[src/design/fsrs_ram.sv]
// Generic single-write, single-read RAM with registered read data.
`default_nettype none

module fsrs_ram #(
	parameter int WIDTH = 32,
	parameter int DEPTH = 64
) (
	input  wire logic                     clk,
	input  wire logic                     we,
	input  wire logic [$clog2(DEPTH)-1:0] waddr,
	input  wire logic [WIDTH-1:0]         wdata,
	input  wire logic [$clog2(DEPTH)-1:0] raddr,
	output logic      [WIDTH-1:0]         rdata
);

	logic [WIDTH-1:0] mem_q [DEPTH];

	always_ff @(posedge clk) begin
		if (we) begin
			mem_q[waddr] <= wdata;
		end
		rdata <= mem_q[raddr];
	end

endmodule

`default_nettype wire
[config.mk]
export PLATFORM = sky130hd
export DESIGN_NAME = fsrs_ram
export DESIGN_NICKNAME = d
export VERILOG_FILES = /design/src/design/fsrs_ram.sv
export SDC_FILE = /design/constraint.sdc
export NUM_CORES = 2
export LEC_CHECK = 0
export ABC_AREA = 0
export ABC_CLOCK_PERIOD_IN_PS = 3700
export BUFFER_PORTS_ARGS = -buffer_cell sky130_fd_sc_hd__buf_2
export CAP_MARGIN = 15
export CORE_MARGIN = 2
export CORE_UTILIZATION = 57
export DETAILED_ROUTE_END_ITERATION = 7
export PLACE_DENSITY = 0.76
export SLEW_MARGIN = 20
export SYNTH_ARGS = -nofsm -noshare
export SYNTH_HDL_FRONTEND = slang
export SYNTH_SLANG_ARGS = --single-unit
export TNS_END_PERCENT = 30
[constraint.sdc]
create_clock -name clk -period 3.7 [get_ports clk]
set_input_delay 0.555 -clock clk [delete_from_list [all_inputs] [get_ports clk]]
set_output_delay 0.555 -clock clk [all_outputs]
set_load 0.01 [all_outputs]
* Word-level counts from Yosys, hierarchy flattened
Memories as Yosys holds them, arrays and structs flattened. A register that Yosys moved wholly into a read port is not among the register bits. Cells that the tools add are included.
Storage, ports and cells: flip-flop bits (word level) 0, memory bits (writable) 2048, output and inout port bits 32, logic and storage cells 3, memories kept 1
Cells by class: mux-type cells 2
Memory list:
- mem_q | words 64, bits a word 32, read ports 1, clocked after Yosys merged registers in 1, wr ports 1, line 16 | logic [WIDTH-1:0] mem_q [DEPTH];
Operators with widths (number):
- 1-bit two-way mux | 2

* Depth between registers and ports, before layout
word-level depth 2, mapped depth 10, gate-level depth less buffers 5

* Worst setup path before layout
Ideal clock, no wire load.
path kind input-to-reg, from input port waddr[3], to memory mem_q[48][0], enable pin, library setup time 0.461 ns, arrival time 3.254 ns, required time 3.239 ns, path slack -0.015 ns, stages on the path 4, path through clkbuf_1 nor2b_1 nand4b_1 nor3_1
RTL lines:
- start: declaration | line 10 | input wire logic [$clog2(DEPTH)-1:0] waddr,
- end: declaration | line 16
No word-level cell before the write port.

==> results.cfg <==
[power_and_ir_drop]
power.internal_mw = 38.07
clkPwrFrac = 0.405
power_leakage_nw = 27.96
peakVddDrop_uv = 526.1
p_comb_frac = 0.051
p_sw_mw = 10.15
cellPowerDensity_nw_per_um2 = 540.3
p_sw_frac = 0.2105
seqPwrFrac = 0.544

[hold_path]
hp-start = wdata[10]
min_path_type = in -> reg
hold_depth = 1
whs_endpoint = mem_q[46][10]

[drt]
drt_wl_total_mm = 206.6
dr.first_iter.drc_count = 6456
dr.pass1.iters = 5
routed-via-count = 39130
antenna_left = 0
drc = 0
viasPerCell = 7.010
wl_per_cell_um = 37.01

[sta]
tightest_slew_ps = 1175
finalHoldViolCount = 0
fmax_mhz = 330.4
rsz0062_at_grt = false
holdWs_ps = 280.2
fin_worst_skew_ps = 19.40
relSlewSlack = 0.2167
final-max-slew-violation-count = 0
setup_violations = 0
min_period_over_period = 0.8181
min_period_ps = 3027

[logic_synthesis]
yosysWarnings = 0
synth_area_sq_um = 78520
synth-edff-count = 2048
async_flop_share = 0
yosys.cell_types.count = 34
avgSynthCellArea_sq_um = 23.62
synth-main-ff-cell = edfxtp_1
syn_inst = 3324
synth-seq-area-share = 0.7914
ys_ff_latch = 2080
synth_nets = 3370

[floorplan]
die_h_um = 375.1
io_pins = 78
core_area_sq_um = 137200
rows = 136
initial_core_util = 0.5725
die_area_sq_um = 140700
die_w_um = 375.1

[final_layout]
syn2layout_area_growth_pct = 13.66
drive_above_1_share = 0.3096
nets = 3671
final_cell_mix = edfxtp_1 (2048), mux4_2 (544), clkbuf_16 (199)
layout_commonest_cell = edfxtp_1
layoutNonFillerInstCount = 5582

[clock_tree]
cts_inserted_buffers = 193
root_buffer = clkbuf_16
tritoncts = done
cts_max_level = 4
hold_buffers = 0
cts_sinks = 2080
ctsResizeCount = 0
cts_setup_buffers = 0
cts_buffer_depth = 3
clk_pin_slew_worst_paths_ps = 60
insertion_delay_ps = 820

[worst_setup_path]
path_max_fanout = 32
worstSetupPathType = in -> reg
r2r_start = mem_q[31][11]
worstSetupEndpointType = register
startpoint_type = input port
r2r_setup_slack_ps = 1050
slowest_stage = o22ai_1
arrival_ps = 3650
max_stage_delay_ps = 760
worstRegToRegCells = 4
worstReg2RegEnd = rdata[11]
path_cells = buf_8 -> buf_12 -> buf_4 -> buf_4 -> mux4_2 -> mux4_2 -> o22ai_1 -> nor2_1
cp.required_ps = 4320

[grt]
antenna_found_initial = 12
grt_pass1_wl_mm = 291.0
grt_max_degree = 65
gr-usage-all-layers = 0.2981
grt.overflow.total = 0
grt_pass1_vias = 39070

[placed_design]
placed_cells = 5224
post-dp-hpwl_mm = 114.0
port_buffers = 77
place.gp.congestion = 0.8338

[flow_run]
cap_violations = 0

[run_status]
status = completed
-- registers in the layout, indices dropped and copies added (netlist names) --
signal / flops
mem_q: 2048
rdata: 32
-- per-stage QoR --
stage / total power, mW / cell area [sq um] / setup TNS [ps] / utilization / setup WS [ps]
after global routing: 49.31 / 89240 / 0 / 0.6507 / 707.5
after CTS: 48.37 / 89180 / 0 / 0.6502 / 714.4
after floorplan: 27.92 / 78520 / -257.0 / - / -8.031
after detailed placement: 29.13 / 82970 / -223.8 / 0.6050 / -172.1
after global placement: 29.07 / 82970 / -182.6 / 0.6050 / -154.4
final: 48.22 / 89240 / 0 / 0.6507 / 673.2
-- critical path: cells and delay by family --
kind	cells	cell delay (ps)
AND/OR/NAND/NOR	1	260
AO/OA/AOI/OAI	1	760
buffers and inverters	4	1020
multiplexers	2	1010
-- layout make-up --
type / instances / area, sq um
clock inverter: 96 / 895.9
sequential: 2080 / 62140
multi-input combinational: 1062 / 15970
antenna: 2 / 5.005
fill: 8393 / 47910
timing repair buffer: 288 / 2675
tap: 1794 / 2245
clock buffer: 260 / 5309
-- Yosys cell counts, drive strengths merged (4+ instances only) --
cell	count	area, sq um
buf	108	608.1
nand2	26	97.59
nand3b	5	37.54
a22oi	12	90.09
nor2b	15	93.84
o221ai	27	236.5
a311oi	8	70.07
and3	4	25.02
nor2	137	514.2
nor3	7	35.03
edfxtp	2048	61500
clkbuf	74	277.8
nand3	5	25.02
dfxtp	32	640.6
mux4	544	12250
o32ai	4	35.03
mux2i	93	930.9
a21oi	62	310.3
a41o	4	40.04
o22ai	84	525.5
or3b	5	43.80
nand2b	8	50.05
-- logic make-up after synthesis --
family / Yosys count / share of synthesized area
AO/OA/AOI/OAI: 202 / 0.01673
buffers and inverters: 182 / 0.01128
flip-flops: 2080 / 0.7914
multiplexers: 637 / 0.1679
AND/OR/NAND/NOR: 223 / 0.01265
-- per-layer routing --
layer  GRT usage  part of all wire  up-vias
li1            -                 -    14870
met2      0.4638              0.48     3200
met5           0           0.00030        -
met3     0.06608              0.13      536
met4      0.1250             0.046       10
met1      0.4162              0.35    20510
-- power by group through the flow --
stage                     sequential [mW]  combinational (mW)  clock, mW
final                                26.2                2.46       19.5
after global routing                 26.2                2.57       20.5
after CTS                            26.2                2.44       19.7
after detailed placement             26.7                2.41          0
after global placement               26.7                2.36          0
after floorplan                      26.7                1.27          0
-- worst max-delay path by stage --
| stage | cells after the start | slack (ps) | endpoint | startpoint |
|---|---|---|---|---|
| 6_report | 8 | 670 | rdata[11] | raddr[0] |
| 5_1_grt | 8 | 710 | rdata[11] | raddr[0] |
| 4_1_cts | 8 | 710 | rdata[11] | raddr[0] |
| 3_5_place_dp | 8 | -170 | rdata[11] | raddr[0] |
| 3_3_place_gp | 7 | -150 | rdata[11] | raddr[0] |
| 2_1_floorplan | 4 | -8 | mem_q[49][0] | waddr[3] |
(Power assumes the default switching activity.)
